### src/rtl/core/assert_macros.svh
// Assertion macros shared by the rate limit filter RTL.
// Depends on nothing; the user supplies a clock named aclk and a reset named aresetn.
`ifndef ASSERT_MACROS_SVH
`define ASSERT_MACROS_SVH
`ifndef SYNTH
`define SRL_ASSERT_ALWAYS(lbl, expr) \
    lbl: assert property (@(posedge aclk) disable iff (!aresetn) (expr)) \
        else $error("assertion failed");
`define SRL_ASSERT_IMPLY(lbl, ante, cons) \
    lbl: assert property (@(posedge aclk) disable iff (!aresetn) (ante) |-> (cons)) \
        else $error("assertion failed");
`else
`define SRL_ASSERT_ALWAYS(lbl, expr)
`define SRL_ASSERT_IMPLY(lbl, ante, cons)
`endif
`endif

### src/rtl/core/srlf_pkg.sv
// Package of the rate limit filter: word types, opcodes, cause and status codes.
// Depends on nothing.
package srlf_pkg;

    typedef struct packed {
        logic [2:0]  opcode;
        logic [31:0] source_key;
        logic [31:0] now;
    } in_word_t;

    typedef struct packed {
        logic        verdict;
        logic [2:0]  cause;
        logic [16:0] request_count;
        logic [1:0]  status;
        logic [31:0] total_checked;
        logic [31:0] total_blocked;
    } out_word_t;

    localparam logic [2:0] OP_CHECK  = 3'd0;
    localparam logic [2:0] OP_ALLOW  = 3'd1;
    localparam logic [2:0] OP_DENY   = 3'd2;
    localparam logic [2:0] OP_REMOVE = 3'd3;
    localparam logic [2:0] OP_CLEAR  = 3'd4;

    localparam logic [2:0] CAUSE_RULE_ALLOW = 3'd0;
    localparam logic [2:0] CAUSE_RULE_DENY  = 3'd1;
    localparam logic [2:0] CAUSE_WITHIN     = 3'd2;
    localparam logic [2:0] CAUSE_EXCEEDED   = 3'd3;
    localparam logic [2:0] CAUSE_TABLE_FULL = 3'd4;

    localparam logic [1:0] STATUS_OK        = 2'd0;
    localparam logic [1:0] STATUS_FULL      = 2'd1;
    localparam logic [1:0] STATUS_NOT_FOUND = 2'd2;

    localparam logic CFG_RATE_LIMIT  = 1'b0;
    localparam logic CFG_RATE_WINDOW = 1'b1;

    localparam logic [15:0] RATE_LIMIT_RESET  = 16'd100;
    localparam logic [15:0] RATE_WINDOW_RESET = 16'd60;
    localparam logic [16:0] COUNT_MAX         = 17'd65536;

endpackage

### src/rtl/core/srlf_ram.sv
// Simple dual-port synchronous RAM with registered read data.
// Depends on srlf_pkg only by project convention.
module srlf_ram
    import srlf_pkg::*;
#(
    parameter int WIDTH = 8,
    parameter int DEPTH = 16,
    parameter int AW    = 4
) (
    input  logic             aclk,
    input  logic             we,
    input  logic [AW-1:0]    waddr,
    input  logic [WIDTH-1:0] wdata,
    input  logic [AW-1:0]    raddr,
    output logic [WIDTH-1:0] rdata
);

    logic [WIDTH-1:0] mem [DEPTH];

    always_ff @(posedge aclk) begin
        if (we) begin
            mem[waddr] <= wdata;
        end
        rdata <= mem[raddr];
    end

endmodule

### config.mk
export PLATFORM = sky130hd
export DESIGN_NAME = srlf_ram
export DESIGN_NICKNAME = d
export VERILOG_FILES = /design/src/rtl/core/assert_macros.svh /design/src/rtl/core/srlf_pkg.sv /design/src/rtl/core/srlf_ram.sv
export SDC_FILE = /design/constraint.sdc
export NUM_CORES = 1
export LEC_CHECK = 0
export BUFFER_PORTS_ARGS = -buffer_cell sky130_fd_sc_hd__buf_4
export CAP_MARGIN = 20
export CORE_MARGIN = 1
export CORE_UTILIZATION = 60
export DETAILED_ROUTE_END_ITERATION = 8
export HOLD_SLACK_MARGIN = 0.06
export PLACE_DENSITY = 0.78
export SLEW_MARGIN = 20
export SYNTH_ARGS = -nofsm -noshare
export SYNTH_HDL_FRONTEND = slang
export SYNTH_SLANG_ARGS = --single-unit
### constraint.sdc
create_clock -name aclk -period 2.8 [get_ports aclk]
set_input_delay 0.14 -clock aclk [delete_from_list [all_inputs] [get_ports aclk]]
set_output_delay 0.14 -clock aclk [all_outputs]
set_load 0.05 [all_outputs]
==> flow_summary.toml, run 1 <==
[finish]
syn2layout_area_growth_pct = 17.70
nets = 295
final_layout_size_suffix_gt1_share_pct = 25.17
n_antenna_cell = 0
finish.utilization_pct = 73.36

[critical_path]
worstSetupStartpoint = "waddr[0]"
start_kind = "primary input"
crit_arrival_ns = 1.77
worstPathRequired_ns = 2.93
end_kind = "register"
r2r_start = "mem[9][5]$_DFFE_PP_"
rr_endpoint = "rdata[5]$_DFF_P_"
path_max_fanout = 8
path_class = "primary input to register"
worstRegToRegCells = 3
r2r_slack_ns = 1.40

[clock_tree]
cts_buffers = 17
cts_tree = "built"
htreeDepth = 4
clock-sinks = 136
clk_pin_slew_ns = 0.06
cts_setup_buffers = 0
clkLatencyLatePin_ns = 0.51
cts_root_buffer = "clkbuf_8"
cts_buffer_depth = 2

[timing]
finalMaxSlewViolations = 0
fmax_mhz = 609.5
min_period_ns = 1.641
finalSetupViolCount = 0
fin_crit_sh_pct = 58.60
relSlewSlack_pct = 38.77
finalSetupTns_ns = 0
hold_violations = 0
tightestPinTransition_ns = 0.9150
setup_ws_ns = 1.159
rsz0062_at_grt = "false"
skew_ns = 0.005143

[min_path]
holdPathEnd = "mem[0][0]$_DFFE_PP_"
hold_class = "primary input to register"
worst_hold_startpoint = "waddr[1]"
whs_path_depth = 3

[yosys]
netlist_top_cells_area = "edfxtp_1 (75%), mux4_2 (7.9%), mux4_1 (7.1%)"
syn_inst = 229
synth_area_per_cell_um2 = 22.48
synth.distinct_cells = 19
netlist_area_um2 = 5147
yosysTopAreaCellShare_pct = 74.67
synth_area_leader_cell = "edfxtp_1"
synth_seq_area_share_pct = 77.78
synth_nets = 247
synth_seq_cells = 136
ys_warn_count = 0

[pwr]
seq_power_share_pct = 49.9
power_frac_clock_pct = 44.3
switching_share_pct = 20.17
ir_worst_vdd_uv = 486.8
fin_total_pwr_mw = 4.593
p_switching_mw = 0.9262
leakage_nw = 2.041
combPwrFrac_pct = 5.9
intPower_mw = 3.667
power_density_nw_per_um2 = 758.1

[drt]
vias = 2470
totalWireLength_um = 9679
drt_first_pass_iters = 4
drt-initial-drc-count = 274
ant_nets = 0
viasPerCell = 6.253
routedWlPerCell_um = 24.50
drc = 0

[floorplan]
dieArea_um2 = 8954
die_w_um = 94.63
die-height_um = 94.63
ioPinCount = 26
initial_core_util_pct = 62.33
rows = 33
core_um2 = 8258

[global_routing]
grt_pass1_wl_um = 14060
antenna_found_initial = 0
grt-ovfl-total = 0
gr-usage-all-layers_pct = 23.99
grt_max_degree = 33
grt_pass1_vias = 2378

[run]
maxCapViolations = 0

[place]
place.gp.congestion = 0.8066
dp_hpwl_um = 5577
dp_slack_ns = 0.9510
io_buffer_count = 25

[outcome]
status = "finished clean"
## kinds of logic (layout without fill, tap and decap cells)
group	after synthesis	in the layout	share of synthesized area, %
and+or+nand+nor	35	35	3.184
muxes	32	32	15.02
DFF	136	136	77.78
buffers and inverters	10	71	1.677
AOI/OAI and AO/OA	16	16	2.334
## cells in the final DEF, fill, tap and decap left out, drive strengths merged, types with 2 or more instances in the layout
cell type / Yosys / layout
edfxtp: 128 / 128
a22oi: 16 / 16
nand2b: 2 / 2
buf: 7 / 29
dfxtp: 8 / 8
nor2: 13 / 13
nor3: 4 / 4
bufinv: 0 / 2
dlygate4sd3: 0 / 10
nand3b: 2 / 2
clkbuf: 0 / 24
mux4: 32 / 32
nand2: 9 / 9
clkinv: 0 / 4
clkinvlp: 0 / 2
## per-layer routing
metal	global-route usage [%]	wire length (um)	vias up
met5	0	0	-
met4	9.091	166	0
met3	7.246	764	14
met2	37.29	4896	128
met1	32.44	3851	1258
li1	-	-	1070
## worst max-delay path by stage
stage / to / slack (ns) / depth (start not counted)
5_1_grt: mem[6][1]$_DFFE_PP_ / 1.10 / 4
4_1_cts: mem[6][3]$_DFFE_PP_ / 1.15 / 4
3_3_place_gp: rdata[5]$_DFF_P_ / 1.01 / 4
2_1_floorplan: mem[0][0]$_DFFE_PP_ / 1.17 / 2
6_report: mem[6][4]$_DFFE_PP_ / 1.16 / 4
3_5_place_dp: mem[2][3]$_DFFE_PP_ / 0.95 / 3
## cell usage after synthesis, drive strengths merged
master / n
buf: 7
nor2: 13
clkdlybuf4s25: 3
or3b: 1
nor2b: 1
edfxtp: 128
mux4: 32
nand3b: 2
and2: 1
and2b: 1
nand2b: 2
dfxtp: 8
nor3: 4
a22oi: 16
nand3: 1
nand2: 9
## area by class of cell
class	instances	area [um^2]
Clock buffer	24	450.4
Fill cell	485	2200
Multi-Input combinational cell	83	1057
Timing Repair Buffer	39	317.8
Sequential cell	136	4004
Clock inverter	8	97.59
Tap cell	105	131.4
## through the flow
step | cell area (um^2) | hold slack [ns] | instances
2_1_floorplan | 5147 | 0.2389 | 229
3_3_place_gp | 5410 | 0.4473 | 353
3_5_place_dp | 5410 | 0.4507 | 353
4_1_cts | 6058 | 0.1183 | 395
5_1_grt | 6058 | 0.1382 | 395
6_report | 6058 | 0.1411 | 395
## power by group through the flow
stage	registers (mW)	clock network [mW]	logic, mW
global placement	2.33	0	0.253
detailed placement	2.33	0	0.258
floorplan	2.38	0	0.116
global route	2.29	2.14	0.286
CTS	2.29	2.05	0.271
finish	2.29	2.03	0.269
## worst max-delay path, stage by stage
cell and delay, ns:
dlygate4sd3_1 0.53, buf_4 0.16, nand2b_1 0.21, nor2_1 0.72
## state kept, by name (all words and copies together), names as in the netlist
register and cells:
rdata 8, mem 128
## repair_timing
item,4_1_cts,5_1_grt
endpoints found under the hold margin,131,0
hold buffers,10,0
resized for setup,0,0
Note: power is estimated with default switching activity, not from simulation.
==> run 2: changes to the inputs <==
Clock period 2.8 ns to 1.55 ns, I/O delays scaled along.
==> run 2 against run 1 <==
Compared with the run above:
- cell count is 4.8% higher
- clock skew is 0.00055 ns higher
- sequential cell count stayed put
- routed wire length is 0.93% higher
- combinational power is 90% higher
- largest power group unchanged
==> flow_summary.toml, run 2 (same netlist as run 1, synthesis figures left out) <==
[drt]
drt_first_pass_iters = 5
totalWireLength_um = 9769
highest_layer = "met4"
routedWlPerCell_um = 23.60
drc = 0
vias = 2505
dr_wl_met2_um = 5042
viasPerCell = 6.051
drt-initial-drc-count = 207
wl_met3_um = 637
wl_met1_um = 3924
ant_nets = 0

[pwr]
fin_total_pwr_mw = 8.492
ir_worst_vdd_uv = 734.4
power_density_nw_per_um2 = 1357
leakage_nw = 2.148

[global_routing]
grt_max_degree = 19
grt_pass1_wl_um = 14580
grt-ovfl-total = 0
antenna_found_initial = 0
gr-usage-all-layers_pct = 24.36
grt_pass1_vias = 2599

[floorplan]
core_um2 = 8258
die_w_um = 94.63
die-height_um = 94.63
ioPinCount = 26
dieArea_um2 = 8954
initial_core_util_pct = 62.33
rows = 33

[finish]
reg_top3 = "mem: 128 flops, rdata: 8 flops"
n_antenna_cell = 0
layout.cells.most_common = "edfxtp_1"
fin_area_um2 = 6257
top_register = "mem"
syn2layout_area_growth_pct = 21.56
largest_reg_flops = 128
finish.utilization_pct = 75.77
final_layout_size_suffix_gt1_share_pct = 33.01
nets = 314
layout_common_cells = "edfxtp_1 (128), buf_4 (48), mux4_2 (18), a22oi_1 (16), clkbuf_16 (16)"

[critical_path]
r2r_start = "mem[0][2]$_DFFE_PP_"
start_kind = "register"
rr_endpoint = "rdata[2]$_DFF_P_"
worstRegToRegCells = 3
path_max_fanout = 1
slowest_stage = "mux4_1"
path_class = "register to register"
end_kind = "register"
path_cells = "mux4_1 > a22oi_1 > nand2_1"
crit_arrival_ns = 1.79
worstPathRequired_ns = 1.95
cp_num_buf_inv = 0
cpPeakStageDelay_ns = 0.52
cp_top_family = "multiplexers"
r2r_slack_ns = 0.15

[clock_tree]
cts_buffer_depth = 2
cts_buffers = 17
clkLatencyLatePin_ns = 0.51
cts_root_buffer = "clkbuf_8"
cts_setup_buffers = 0
htreeDepth = 4
cts_tree = "built"
clock-sinks = 136
clk_pin_slew_ns = 0.06
cts-resized-gates = 0
postCtsHoldBufs = 8

[outcome]
status = "finished clean"

[min_path]
holdPathEnd = "mem[0][2]$_DFFE_PP_"
hold_class = "primary input to register"
whs_path_depth = 3
worst_hold_startpoint = "waddr[0]"

[timing]
fin_crit_sh_pct = 90.04
tightestPinTransition_ns = 0.4083
min_period_ns = 1.396
skew_ns = 0.005695
fmax_mhz = 716.5
finalSetupTns_ns = 0
finalSetupViolCount = 0
rsz0062_at_grt = "false"
hold_violations = 0
finalMaxSlewViolations = 0
relSlewSlack_pct = 72.78
setup_ws_ns = 0.1543

[run]
maxCapViolations = 0

[place]
dp_hpwl_um = 5878
place.gp.congestion = 0.7624
io_buffer_count = 25
dp_slack_ns = 0.08504
place_area_um2 = 5598
==> run 2: cell count changes in the layout (fill, tap and decap cells not counted), moves of 2 or more <==
cell / delta
dlygate4sd3_1: -2
buf_4: +19
buf_12: +2
clkinvlp_4: +6
clkbuf_1: -6
==> run 2: report_power, final <==
group	switching, mW	internal (mW)
combinational	0.298	0.214
sequential	0.0263	4.11
clock	1.51	2.33
total	1.83	6.66
==> run 2: layer usage <==
layer  global-route usage [%]  vias up
met5                        0        -
met4                    11.24        0
met3                    6.683       18
met2                    38.19      125
met1                    32.13     1254
li1                         -     1108
==> run 2: how the worst max path moves through the flow <==
stage	startpoint	endpoint	slack [ns]	cells past startpoint
after floorplan	waddr[2]	mem[3][0]$_DFFE_PP_	0.21	2
after global placement	raddr[0]	rdata[0]$_DFF_P_	0.12	5
after detailed placement	raddr[0]	rdata[2]$_DFF_P_	0.09	5
after CTS	mem[0][2]$_DFFE_PP_	rdata[2]$_DFF_P_	0.14	3
after global routing	mem[0][2]$_DFFE_PP_	rdata[2]$_DFF_P_	0.08	3
final	mem[0][2]$_DFFE_PP_	rdata[2]$_DFF_P_	0.15	3
==> run 2: worst reg2reg max path: cells and delay by family, from the launching register on <==
kind            cells  cell delay [ns]
compound gates      1             0.29
simple gates        1             0.08
mux                 1             0.52
flops               1             0.39
==> run 2: stage by stage <==
stage | std cells | hold slack, ns
4_1_cts | 414 | 0.07053
2_1_floorplan | 229 | 0.1764
6_report | 414 | 0.09310
3_5_place_dp | 374 | 0.3910
5_1_grt | 414 | 0.08235
3_3_place_gp | 374 | 0.3720
==> run 2: area by class of cell <==
class	instances	area, um^2
Multi-Input combinational cell	83	1062
Tap cell	105	131.4
Timing Repair Buffer	58	480.5
Clock inverter	14	151.4
Sequential cell	136	4004
Fill cell	445	2001
Clock buffer	18	427.9
